## src/hdl/color_string_nearest_palette_macros.svh

```systemverilog
// Assertion macros shared by the color string nearest palette RTL.
// Expects a clock named clk and a synchronous active-high reset named rst in scope.
`ifndef COLOR_STRING_NEAREST_PALETTE_MACROS_SVH
`define COLOR_STRING_NEAREST_PALETTE_MACROS_SVH

// Checked only outside reset
`define CSNP_ASSERT(lbl, prop, msg) \
  lbl: assert property (@(posedge clk) disable iff (rst) prop) else $error(msg);

// Checked at every edge, reset included
`define CSNP_ASSERT_ALWAYS(lbl, prop, msg) \
  lbl: assert property (@(posedge clk) prop) else $error(msg);

`endif

```

## src/hdl/csnp_pkg.sv

```systemverilog
// Shared types and constants for the color string nearest palette block.
// No dependencies; used by every module of the block.
`default_nettype none

package csnp_pkg;

  localparam int PALETTE_SIZE = 17;
  localparam int CIDX_W       = 5;

  // One parsed string handed from the parser to the search unit
  typedef struct packed {
    logic       ok;
    logic [7:0] red;
    logic [7:0] green;
    logic [7:0] blue;
  } csnp_item_t;

  // Queue status seen by both sides
  typedef struct packed {
    logic full;
    logic empty;
  } csnp_q_status_t;

  // Palette table, RGB packed as 8/8/8
  function automatic logic [23:0] palette_color(input logic [CIDX_W-1:0] idx);
    logic [23:0] c;
    case (idx)
      5'd0:    c = 24'h000000;
      5'd1:    c = 24'hFFFFFF;
      5'd2:    c = 24'hFF0000;
      5'd3:    c = 24'h00FF00;
      5'd4:    c = 24'h0000FF;
      5'd5:    c = 24'hFFFF00;
      5'd6:    c = 24'h00FFFF;
      5'd7:    c = 24'hFF00FF;
      5'd8:    c = 24'hC0C0C0;
      5'd9:    c = 24'h808080;
      5'd10:   c = 24'h800000;
      5'd11:   c = 24'h808000;
      5'd12:   c = 24'h008000;
      5'd13:   c = 24'h800080;
      5'd14:   c = 24'h008080;
      5'd15:   c = 24'h000080;
      5'd16:   c = 24'h87CEEB;
      default: c = 24'h000000;
    endcase
    return c;
  endfunction

endpackage

`default_nettype wire

```

## src/hdl/csnp_front.sv

```systemverilog
// Character parser: takes one string byte per transfer and produces a parsed item.
// Depends on csnp_pkg.
`default_nettype none

module csnp_front (
  input  wire                      clk,
  input  wire                      rst,
  input  wire                      in_valid,
  output logic                     in_stall,
  input  wire  [7:0]               character,
  input  wire                      last,
  input  csnp_pkg::csnp_q_status_t q_stat,
  output logic                     q_push,
  output csnp_pkg::csnp_item_t     q_item
);
  import csnp_pkg::*;

  typedef enum logic [3:0] {
    PH_START, PH_HEX, PH_GOT_R, PH_GOT_G, PH_GOT_B, PH_PRE,
    PH_SIGN, PH_DIGITS, PH_SKIP, PH_DONE, PH_ENDED
  } phase_t;

  localparam logic [7:0] CH_HASH   = 8'h23;
  localparam logic [7:0] CH_R      = 8'h72;
  localparam logic [7:0] CH_G      = 8'h67;
  localparam logic [7:0] CH_B      = 8'h62;
  localparam logic [7:0] CH_LPAREN = 8'h28;
  localparam logic [7:0] CH_RPAREN = 8'h29;
  localparam logic [7:0] CH_COMMA  = 8'h2C;
  localparam logic [7:0] CH_PLUS   = 8'h2B;
  localparam logic [7:0] CH_MINUS  = 8'h2D;
  localparam logic [7:0] CH_SPACE  = 8'h20;
  localparam logic [7:0] CH_NUL    = 8'h00;

  phase_t     phase, phase_next;
  logic [3:0] count, count_next;
  logic [8:0] accum, accum_next;
  logic       neg, neg_next;
  logic [7:0] red, red_next;
  logic [7:0] green, green_next;
  logic [7:0] blue, blue_next;
  logic       failed, failed_next;

  logic        accept;
  logic        is_dig, is_hex, is_blank;
  logic [3:0]  hex_val;
  logic [12:0] dec_sum;
  logic        close_bad;
  logic        term_comma, term_paren;
  logic        cur_ok, ok_next;

  assign in_stall = q_stat.full;
  assign accept   = in_valid && !q_stat.full;

  // Character classes
  always_comb begin
    is_dig   = (character >= 8'h30) && (character <= 8'h39);
    is_blank = (character == CH_SPACE) || ((character >= 8'h09) && (character <= 8'h0D));
    is_hex   = is_dig
            || ((character >= 8'h41) && (character <= 8'h46))
            || ((character >= 8'h61) && (character <= 8'h66));
    hex_val  = is_dig ? character[3:0] : (character[3:0] + 4'd9);
    dec_sum  = {1'b0, accum, 3'b000} + {3'b000, accum, 1'b0} + {9'd0, character[3:0]};
    close_bad  = accum[8] || (neg && (accum != 9'd0));
    term_comma = (count < 4'd2) && (character == CH_COMMA);
    term_paren = (count == 4'd2) && (character == CH_RPAREN);
    cur_ok     = !failed && (((phase == PH_HEX) && (count == 4'd6)) || (phase == PH_DONE));
  end

  // Next-state for one byte
  always_comb begin
    phase_next  = phase;
    count_next  = count;
    accum_next  = accum;
    neg_next    = neg;
    red_next    = red;
    green_next  = green;
    blue_next   = blue;
    failed_next = failed;

    if (phase != PH_ENDED) begin
      if (character == CH_NUL) begin
        failed_next = !cur_ok;
        phase_next  = PH_ENDED;
      end else if (!failed && (phase != PH_DONE)) begin
        case (phase)
          PH_START: begin
            if (character == CH_HASH) begin
              phase_next = PH_HEX;
              count_next = 4'd0;
            end else if (character == CH_R) begin
              phase_next = PH_GOT_R;
            end else begin
              failed_next = 1'b1;
            end
          end
          PH_HEX: begin
            if (!is_hex || (count >= 4'd6)) begin
              failed_next = 1'b1;
            end else begin
              if (count < 4'd2) red_next = {red[3:0], hex_val};
              else if (count < 4'd4) green_next = {green[3:0], hex_val};
              else blue_next = {blue[3:0], hex_val};
              count_next = count + 4'd1;
            end
          end
          PH_GOT_R: begin
            if (character == CH_G) phase_next = PH_GOT_G;
            else failed_next = 1'b1;
          end
          PH_GOT_G: begin
            if (character == CH_B) phase_next = PH_GOT_B;
            else failed_next = 1'b1;
          end
          PH_GOT_B: begin
            if (character == CH_LPAREN) begin
              count_next = 4'd0;
              phase_next = PH_PRE;
              accum_next = 9'd0;
              neg_next   = 1'b0;
            end else begin
              failed_next = 1'b1;
            end
          end
          PH_PRE: begin
            if (is_blank) begin
              phase_next = PH_PRE;
            end else if (character == CH_PLUS) begin
              phase_next = PH_SIGN;
            end else if (character == CH_MINUS) begin
              phase_next = PH_SIGN;
              neg_next   = 1'b1;
            end else if (is_dig) begin
              accum_next = {5'd0, character[3:0]};
              phase_next = PH_DIGITS;
            end else begin
              failed_next = 1'b1;
            end
          end
          PH_SIGN: begin
            if (is_dig) begin
              accum_next = {5'd0, character[3:0]};
              phase_next = PH_DIGITS;
            end else begin
              failed_next = 1'b1;
            end
          end
          PH_DIGITS: begin
            if (is_dig) begin
              // saturate at 256
              accum_next = (dec_sum > 13'd256) ? 9'd256 : dec_sum[8:0];
            end else if (close_bad) begin
              failed_next = 1'b1;
            end else begin
              if (count == 4'd0) red_next = accum[7:0];
              else if (count == 4'd1) green_next = accum[7:0];
              else blue_next = accum[7:0];
              if (term_comma) begin
                count_next = count + 4'd1;
                phase_next = PH_PRE;
                accum_next = 9'd0;
                neg_next   = 1'b0;
              end else if (term_paren) begin
                phase_next = PH_DONE;
              end else begin
                phase_next = PH_SKIP;
              end
            end
          end
          PH_SKIP: begin
            if (term_comma) begin
              count_next = count + 4'd1;
              phase_next = PH_PRE;
              accum_next = 9'd0;
              neg_next   = 1'b0;
            end else if (term_paren) begin
              phase_next = PH_DONE;
            end
          end
          default: begin
            phase_next = phase;
          end
        endcase
      end
    end

    ok_next = (phase_next == PH_ENDED) ? !failed_next
            : (!failed_next && (((phase_next == PH_HEX) && (count_next == 4'd6))
                                || (phase_next == PH_DONE)));
  end

  // Item pushed on the closing transfer
  assign q_push       = accept && last;
  assign q_item.ok    = ok_next;
  assign q_item.red   = red_next;
  assign q_item.green = green_next;
  assign q_item.blue  = blue_next;

  // Parser state; returns to start after each string
  always_ff @(posedge clk) begin
    if (rst || (accept && last)) begin
      phase  <= PH_START;
      count  <= 4'd0;
      accum  <= 9'd0;
      neg    <= 1'b0;
      red    <= 8'd0;
      green  <= 8'd0;
      blue   <= 8'd0;
      failed <= 1'b0;
    end else if (accept) begin
      phase  <= phase_next;
      count  <= count_next;
      accum  <= accum_next;
      neg    <= neg_next;
      red    <= red_next;
      green  <= green_next;
      blue   <= blue_next;
      failed <= failed_next;
    end
  end

endmodule

`default_nettype wire

```

## src/hdl/csnp_fifo.sv

```systemverilog
// Short queue of parsed items between the parser and the search unit.
// Depends on csnp_pkg.
`default_nettype none

module csnp_fifo #(
  parameter int DEPTH = 2
) (
  input  wire                      clk,
  input  wire                      rst,
  input  wire                      push,
  input  csnp_pkg::csnp_item_t     push_item,
  input  wire                      pop,
  output csnp_pkg::csnp_item_t     pop_item,
  output csnp_pkg::csnp_q_status_t stat
);
  import csnp_pkg::*;

  localparam int PTR_W = (DEPTH > 1) ? $clog2(DEPTH) : 1;
  localparam int CNT_W = $clog2(DEPTH + 1);

  csnp_item_t       entries [DEPTH];
  logic [PTR_W-1:0] wr_ptr, rd_ptr;
  logic [CNT_W-1:0] count;
  logic             do_push, do_pop;

  assign stat.full  = (count == CNT_W'(DEPTH));
  assign stat.empty = (count == '0);
  assign do_push    = push && !stat.full;
  assign do_pop     = pop && !stat.empty;
  assign pop_item   = entries[rd_ptr];

  // Storage, no reset needed
  always_ff @(posedge clk) begin
    if (do_push) entries[wr_ptr] <= push_item;
  end

  // Pointers and fill count
  always_ff @(posedge clk) begin
    if (rst) begin
      wr_ptr <= '0;
      rd_ptr <= '0;
      count  <= '0;
    end else begin
      if (do_push) wr_ptr <= (wr_ptr == PTR_W'(DEPTH - 1)) ? '0 : wr_ptr + 1'b1;
      if (do_pop)  rd_ptr <= (rd_ptr == PTR_W'(DEPTH - 1)) ? '0 : rd_ptr + 1'b1;
      if (do_push && !do_pop) count <= count + 1'b1;
      else if (do_pop && !do_push) count <= count - 1'b1;
    end
  end

endmodule

`default_nettype wire

```

## src/hdl/csnp_back.sv

```systemverilog
// Nearest palette search: one palette entry per cycle, then the result register.
// Depends on csnp_pkg (item type, palette table).
`default_nettype none

module csnp_back (
  input  wire                         clk,
  input  wire                         rst,
  input  csnp_pkg::csnp_q_status_t    q_stat,
  input  csnp_pkg::csnp_item_t        q_item,
  output logic                        q_pop,
  output logic                        out_valid,
  input  wire                         out_stall,
  output logic                        parsed_ok,
  output logic [csnp_pkg::CIDX_W-1:0] color_index
);
  import csnp_pkg::*;

  typedef enum logic [1:0] {S_IDLE, S_SCAN, S_FINAL, S_DONE} state_t;

  state_t            state;
  csnp_item_t        item;
  logic [CIDX_W-1:0] idx;
  logic [23:0]       pal;
  logic [7:0]        ad_r, ad_g, ad_b;
  logic [15:0]       sq_r, sq_g, sq_b;
  logic              sq_valid;
  logic [CIDX_W-1:0] sq_idx;
  logic [17:0]       sum_sq;
  logic [17:0]       best_dist;
  logic [CIDX_W-1:0] best_idx;
  logic              can_emit;

  assign q_pop    = (state == S_IDLE) && !q_stat.empty;
  assign can_emit = !out_valid || !out_stall;

  // Absolute channel differences against the current entry
  always_comb begin
    pal    = palette_color(idx);
    ad_r   = (item.red   >= pal[23:16]) ? item.red   - pal[23:16] : pal[23:16] - item.red;
    ad_g   = (item.green >= pal[15:8])  ? item.green - pal[15:8]  : pal[15:8]  - item.green;
    ad_b   = (item.blue  >= pal[7:0])   ? item.blue  - pal[7:0]   : pal[7:0]   - item.blue;
    sum_sq = {2'b00, sq_r} + {2'b00, sq_g} + {2'b00, sq_b};
  end

  // Squares registered, then summed and compared in the following cycle
  always_ff @(posedge clk) begin
    sq_r   <= ad_r * ad_r;
    sq_g   <= ad_g * ad_g;
    sq_b   <= ad_b * ad_b;
    sq_idx <= idx;
    if (sq_valid && ((sq_idx == '0) || (sum_sq < best_dist))) begin
      best_idx  <= sq_idx;
      best_dist <= sum_sq;
    end
  end

  // Sequencer and result register
  always_ff @(posedge clk) begin
    if (rst) begin
      state     <= S_IDLE;
      sq_valid  <= 1'b0;
      out_valid <= 1'b0;
    end else begin
      sq_valid <= (state == S_SCAN);
      // a new result in S_DONE takes the place of the one leaving
      if (out_valid && !out_stall && (state != S_DONE)) out_valid <= 1'b0;
      case (state)
        S_IDLE: begin
          if (!q_stat.empty) begin
            item  <= q_item;
            idx   <= '0;
            state <= q_item.ok ? S_SCAN : S_DONE;
          end
        end
        S_SCAN: begin
          if (idx == CIDX_W'(PALETTE_SIZE - 1)) state <= S_FINAL;
          else idx <= idx + 1'b1;
        end
        S_FINAL: begin
          state <= S_DONE;
        end
        S_DONE: begin
          if (can_emit) begin
            out_valid   <= 1'b1;
            parsed_ok   <= item.ok;
            color_index <= item.ok ? best_idx : '0;
            state       <= S_IDLE;
          end
        end
        default: begin
          state <= S_IDLE;
        end
      endcase
    end
  end

endmodule

`default_nettype wire

```

## src/hdl/color_string_nearest_palette.sv

```systemverilog
// Result path: a parsed string's item goes through the item queue, the queue pop, a scan
// of the 17 palette entries one per cycle, the final compare and the output register;
// a failed parse skips the scan and the final compare.
// Throughput: one character per cycle while the item queue has room; the search takes
// one string at a time and pops the next only when idle, and short strings stall the input
// once the queue is full.
// Reset: synchronous, clears parser state, queue and output valid.
`default_nettype none
`include "color_string_nearest_palette_macros.svh"

module color_string_nearest_palette #(
  parameter int QUEUE_DEPTH = 2
) (
  input  wire        clk,
  input  wire        rst,
  input  wire        in_valid,
  output logic       in_stall,
  input  wire  [7:0] character,
  input  wire        last,
  output logic       out_valid,
  input  wire        out_stall,
  output logic       parsed_ok,
  output logic [4:0] color_index
);
  import csnp_pkg::*;

  csnp_q_status_t q_stat;
  csnp_item_t     push_item, pop_item;
  logic           q_push, q_pop;

  csnp_front u_front (
    .clk       (clk),
    .rst       (rst),
    .in_valid  (in_valid),
    .in_stall  (in_stall),
    .character (character),
    .last      (last),
    .q_stat    (q_stat),
    .q_push    (q_push),
    .q_item    (push_item)
  );

  csnp_fifo #(
    .DEPTH (QUEUE_DEPTH)
  ) u_fifo (
    .clk       (clk),
    .rst       (rst),
    .push      (q_push),
    .push_item (push_item),
    .pop       (q_pop),
    .pop_item  (pop_item),
    .stat      (q_stat)
  );

  csnp_back u_back (
    .clk         (clk),
    .rst         (rst),
    .q_stat      (q_stat),
    .q_item      (pop_item),
    .q_pop       (q_pop),
    .out_valid   (out_valid),
    .out_stall   (out_stall),
    .parsed_ok   (parsed_ok),
    .color_index (color_index)
  );

  // Checks
  `CSNP_ASSERT(a_no_overflow, q_push |-> !q_stat.full, "item pushed into a full queue")
  `CSNP_ASSERT(a_idx_range, out_valid |-> (color_index < CIDX_W'(PALETTE_SIZE)), "index range")
  `CSNP_ASSERT(a_fail_zero, (out_valid && !parsed_ok) |-> (color_index == '0), "fail index")
  `CSNP_ASSERT_ALWAYS(a_reset_clear, rst |=> (!out_valid && q_stat.empty), "reset not clear")

endmodule

`default_nettype wire

```

## config.mk

```make
export PLATFORM = sky130hd
export DESIGN_NAME = color_string_nearest_palette
export DESIGN_NICKNAME = d
export VERILOG_FILES = /design/src/hdl/csnp_pkg.sv /design/src/hdl/csnp_front.sv /design/src/hdl/csnp_fifo.sv /design/src/hdl/csnp_back.sv /design/src/hdl/color_string_nearest_palette.sv
export VERILOG_INCLUDE_DIRS = /design/src /design/src/hdl
export SDC_FILE = /design/constraint.sdc
export NUM_CORES = 1
export LEC_CHECK = 0
export BUFFER_PORTS_ARGS = -buffer_cell sky130_fd_sc_hd__clkbuf_2
export CAP_MARGIN = 20
export CORE_ASPECT_RATIO = 0.6
export CORE_MARGIN = 2
export CORE_UTILIZATION = 25
export CTS_CLUSTER_DIAMETER = 120
export CTS_CLUSTER_SIZE = 40
export DETAILED_ROUTE_END_ITERATION = 6
export PLACE_DENSITY = 0.48
export SYNTH_ARGS = -nofsm -noshare
export SYNTH_HDL_FRONTEND = slang
export SYNTH_SLANG_ARGS = --single-unit
```

## constraint.sdc

```tcl
create_clock -name clk -period 17.48 [get_ports clk]
set_clock_uncertainty 0.2 [all_clocks]
set_input_delay 1.748 -clock clk [delete_from_list [all_inputs] [get_ports clk]]
set_output_delay 1.748 -clock clk [all_outputs]
set_load 0.02 [all_outputs]
```

==> impl_metrics.yaml, run 1 <==
final_layout:
  drive_above_1_share: 0.05826
  fin_area_um2: 20090
  final_common_cell: "inv_1"
  post-route-util: 0.2733
  areaGrowthSynthToFinish_pct: 8.502
  final_nets: 2288
  fill_cells: 7745
  final_cell_mix: "inv_1, ha_1, nor2_1, dfxtp_1, nand2_1"
  diodes: 0
floorplan:
  start_util: 0.2518
  pin_count: 21
  die_w_um: 355.3
  dieArea_um2: 76320
  core_area_um2: 73510
  placement_rows: 77
  die_y_um: 214.8
outcome:
  outcome: "finished, final reports clean"
logic_synthesis:
  syn_avg_cell_area_um2: 9.345
  ys_async_sr_fraction: 0
  synth_edf_count: 109
  yosys.area.top_type_share: 0.1768
  ys_top_cells_by_area: "edfxtp_1, ha_1, dfxtp_1"
  syn_area_um2: 18510
  yosysWarnings: 0
  synth_largest_area_cell: "edfxtp_1"
  synthCells: 1981
  ys_types: 83
  yosysSeqAreaShare: 0.3001
  ys.flop_type: "dfxtp_1"
  ys_ff_latch: 223
hold_path:
  hold_class: "reg -> reg"
  whs_path_depth: 0
  min_to: "u_back.sq_idx[1]$_DFF_P_"
  min_from: "u_back.idx[1]$_DFFE_PP_"
drt:
  finalWirelength_um: 44590
  wl_per_cell_um: 15.06
  drc: 0
  vias: 13841
  vias_per_cell: 4.674
  drt-pass1-iter-count: 6
  drt.antenna.violating_nets: 0
  drt_iter0_markers: 1025
global_route:
  grt_usage: 0.1163
  grt_start_max_net_pins: 42
  first_global_vias: 13575
  antenna_found_initial: 1
  grt_pass1_wl_um: 73550
  grt_remaining_overflow: 0
timing:
  rsz0062_at_grt: "no"
  slew_headroom: 0.3117
  worst_pin_slew_ns: 1.026
  setup_tns_ns: 0
  fin_crit_ns: 8.288
  slew_viol_final: 0
  fmax_mhz: 120.7
  finalHoldViolations: 0
  finalSetupViolations: 0
  fin_crit_sh: 0.4741
  fin_hold_ws_ns: 0.2600
setup_path:
  start_kind: "register"
  rr_endpoint: "u_back.sq_b[15]$_DFF_P_"
  cp.arrival_ns: 8.51
  r2r-start: "u_back.pal[5]$_DFF_P_"
  end_kind: "register"
  crit_type: "reg -> reg"
  r2r.worst_path.cells: 25
  crit_fanout: 10
  ff2ff_setup_slack_ns: 9.19
  required_ns: 17.70
place:
  placed_area_um2: 19760
  gp_congestion: 0.8789
  dpl.hpwl_um: 35320
  io_buffer_count: 20
clocking:
  cts_inserted_buffers: 10
  clock_sinks: 223
  cts_resized: 0
  cts_max_path_buffers: 3
  ctsHtreeMaxLevel: 1
  cts_root_buffer: "clkbuf_16"
  insertion_delay_ns: 0.52
  cts_tree: "built"
  path_clk_slew_ns: 0.14
  hold_buffers: 0
  post_cts_buffers: 0
flow_run:
  cap_violations: 0
## layer usage
layer,routed length [µm],up-vias,track usage
li1,-,6891,-
met1,25000,6665,0.1907
met2,17160,264,0.1626
met3,2079,21,0.01316
met4,356,0,0.01455
met5,0,-,0
## state kept, by name (all words and copies together), names as in the netlist, 2 cells and up, named ones only
signal and cells:
u_fifo.entries 50, u_back.item 25, u_back.best_dist 18, u_back.sq_b 15
u_back.sq_g 15, u_back.sq_r 15, u_back.pal 12, u_front.accum 9
u_front.blue 8, u_front.green 8, u_front.red 8, u_back.best_idx 5
u_back.color_index 5, u_back.idx 5, u_back.sq_idx 5, u_front.count 4
u_front.phase 4, u_back.state 2, u_fifo.count 2
## kinds of logic after synthesis
| family | synth area share |
|---|---|
| AO/OA/AOI/OAI | 0.1522 |
| XOR/XNOR | 0.05042 |
| adder cells (fa/ha/maj) | 0.2411 |
| buffers and inverters | 0.06346 |
| flip-flops | 0.3001 |
| multiplexers | 0.05272 |
| other | 0.0002026 |
| AND/OR/NAND/NOR | 0.1398 |
## stage by stage
step / setup slack [ns] / cells
6_report: 9.192 / 2961
5_1_grt: 8.503 / 2961
4_1_cts: 9.283 / 2961
3_5_place_dp: 9.268 / 2945
3_3_place_gp: 9.423 / 2944
2_1_floorplan: 10.30 / 1982
## worst max-delay path by stage
stage / start / endpoint / cells after the start
2_1_floorplan: u_back.pal[5]$_DFF_P_ / u_back.sq_b[15]$_DFF_P_ / 27
3_3_place_gp: u_back.pal[5]$_DFF_P_ / u_back.sq_b[15]$_DFF_P_ / 25
3_5_place_dp: u_back.pal[5]$_DFF_P_ / u_back.sq_b[15]$_DFF_P_ / 25
4_1_cts: u_back.pal[5]$_DFF_P_ / u_back.sq_b[15]$_DFF_P_ / 25
5_1_grt: u_back.pal[5]$_DFF_P_ / u_back.sq_b[15]$_DFF_P_ / 25
6_report: u_back.pal[5]$_DFF_P_ / u_back.sq_b[15]$_DFF_P_ / 25
## worst max-delay path, stage by stage, from the launching register on
cell      delay, ns
dfxtp_1        0.47
inv_1          0.18
ha_1           0.51
and4_1         0.24
nor3_1         0.09
a211oi_2       0.45
nor2_1         0.19
a22oi_1        0.49
o211ai_1       0.40
xnor2_1        0.61
nor2_1         0.19
fa_1           0.53
fa_1           0.54
inv_1          0.06
fa_1           0.50
fa_1           0.54
inv_1          0.04
ha_1           0.30
inv_1          0.06
o21bai_1       0.23
a21o_1         0.17
a41oi_1        0.16
a21oi_1        0.58
nor4b_1        0.13
a211oi_1       0.28
nand3_1        0.10
## area by class of cell
class	count	area [µm²]	area share
sequential	223	5555	0.2766
tap	987	1235	0.06148
clock buffer	12	279.0	0.01389
inverter	251	942.2	0.04690
multi-input combinational	1448	11790	0.5870
timing repair buffer	36	240.2	0.01196
clock inverter	4	43.79	0.002180
## synthesized netlist by cell type (5+ instances only)
library cell / count
inv_1: 251
nand2b_1: 30
nor2_1: 171
o21a_1: 21
a211oi_1: 18
ha_1: 220
a21boi_0: 5
nand2_1: 113
o2111ai_1: 5
buf_1: 5
a22o_1: 29
o211ai_1: 9
nor2b_1: 23
and3_1: 6
a31oi_1: 12
nand3_1: 48
nand4_1: 12
a21oi_1: 106
a211o_1: 6
fa_1: 85
edfxtp_1: 109
and2_1: 16
a21o_1: 26
mux2i_1: 66
xnor2_1: 75
or3_1: 10
o31ai_1: 12
o22ai_1: 27
buf_2: 6
o21bai_1: 15
nor4_1: 16
dfxtp_1: 114
nor4b_1: 5
nor3_1: 34
or2_2: 18
mux2_2: 28
clkbuf_1: 49
o21ai_0: 58
xor2_1: 29
Power of run 1 is not shown: default switching activity piles up to over one toggle a cycle in this logic, so the estimate is an artifact.
==> inputs of run 2 (changes only) <==
- PLACE_DENSITY: 0.48 -> 0.5
- clock period: 17.48 -> 7.18 ns (I/O delays scaled with it)
==> impl_metrics.yaml, run 2 (synthesis results as in run 1) <==
final_layout:
  top_register: "u_fifo.entries"
  drive_above_1_share: 0.1223
  reg_top3: "u_fifo.entries: 50 flops, u_back.item: 25 flops, u_back.best_dist: 18 flops"
  diodes: 0
  final_nets: 2367
  final_cell_mix: "inv_1, ha_1, nor2_1, dfxtp_1, nand2_1"
  largest_register_ffs: 50
  areaGrowthSynthToFinish_pct: 13.79
  final_common_cell: "inv_1"
global_route:
  antenna_found_initial: 1
  grt_pass1_wl_um: 73900
  grt_start_max_net_pins: 42
  first_global_vias: 13826
  grt_usage: 0.1158
  grt_remaining_overflow: 0
drt:
  finalWirelength_um: 45020
  vias: 14220
  wl_per_cell_um: 14.81
  vias_per_cell: 4.679
  drt_iter0_markers: 983
  drc: 0
  drt-pass1-iter-count: 5
  drt.antenna.violating_nets: 0
hold_path:
  hold_class: "reg -> reg"
timing:
  worst_pin_slew_ns: 0.9758
  rsz0062_at_grt: "yes"
  setup_tns_ns: 0
  fmax_mhz: 146.0
  fin_crit_sh: 0.9542
  finalHoldViolations: 0
  slew_viol_final: 0
  slew_headroom: 0.3479
  finalSetupViolations: 0
  fin_crit_ns: 6.852
clocking:
  cts_max_path_buffers: 3
  insertion_delay_ns: 0.51
  clock_sinks: 223
  cts_inserted_buffers: 10
  ctsHtreeMaxLevel: 1
  cts_tree: "built"
  cts_root_buffer: "clkbuf_16"
  path_clk_slew_ns: 0.14
setup_path:
  cp.arrival_ns: 7.09
  start_kind: "register"
  crit_type: "reg -> reg"
  crit_top_cell: "fa_1"
  slowest_delay_ns: 0.55
  crit_fanout: 5
  cpMaxStageDelayCell: "fa_1"
  required_ns: 7.42
  end_kind: "register"
flow_run:
  cap_violations: 0
outcome:
  outcome: "finished, final reports clean"
place:
  gp_congestion: 0.8745
  io_buffer_count: 20
  dpl.hpwl_um: 35640
floorplan:
  die_w_um: 355.3
  start_util: 0.2518
  core_area_um2: 73510
  placement_rows: 77
  die_y_um: 214.8
  dieArea_um2: 76320
  pin_count: 21
run 2: changes by cell type in the layout (fill, tap and decap cells not counted), sizes merged:
| cell | delta |
|---|---|
| clkinvlp | -1 |
| buf | +79 |
run 2: metal layers:
layer | GRT usage | vias up | part of all wire
met5 | 0 | - | 0
met4 | 0.02020 | 0 | 0.015
met3 | 0.01045 | 35 | 0.048
met2 | 0.1642 | 316 | 0.40
met1 | 0.1875 | 6818 | 0.54
li1 | - | 7051 | -
run 2: path summary, 6_finish.rpt:
check                                              start                       end  slack, ns  cells past startpoint
worst max register to register  u_back.item[8]$_DFFE_PP_   u_back.sq_g[15]$_DFF_P_       0.33                     29
worst min register to register   u_back.idx[4]$_DFFE_PP_  u_back.sq_idx[4]$_DFF_P_       0.25                      0
worst max-delay path            u_back.item[8]$_DFFE_PP_   u_back.sq_g[15]$_DFF_P_       0.33                     29
worst min-delay path             u_back.idx[4]$_DFFE_PP_  u_back.sq_idx[4]$_DFF_P_       0.25                      0
run 2: critical path: cells and delay by family (launching register included):
kind	cells	cell delay (ns)
simple gates	5	0.86
xor+xnor	1	0.14
compound gates	10	1.83
flops	1	0.43
fa+ha+maj	7	2.75
buf+inv	6	0.57
run 2: what timing repair did:
item                       4_1_cts  5_1_grt
cloned                           0        0
gates resized for setup          8       72
setup endpoints to repair        4       12
setup buffers                    7       10
hold buffers                     0        0
pin swaps                        3       38
run 2: through the flow:
stage	std cells	setup slack (ns)	utilization	cell area, µm²	hold WS [ns]
finish	3039	0.3285	0.2866	21070	0.2539
global route	3039	-0.06989	0.2866	21070	0.2617
CTS	3029	0.01065	0.2809	20650	0.2495
detailed placement	3007	-0.1549	0.2750	20210	0.2260
global placement	3007	0.04323	0.2750	20210	0.2226
floorplan	1982	0.1161	-	18520	0.1966
run 2: cell type report:
class                      instances  area [µm²]
fill                            7690       52440
multi-input combinational       1448       12170
sequential                       223        5555
tap                              987        1235
inverter                         251       942.2
timing repair buffer             115       813.3
clock buffer                      12       279.0
clock inverter                     3       71.32
Power of run 2 is left out for the same reason.
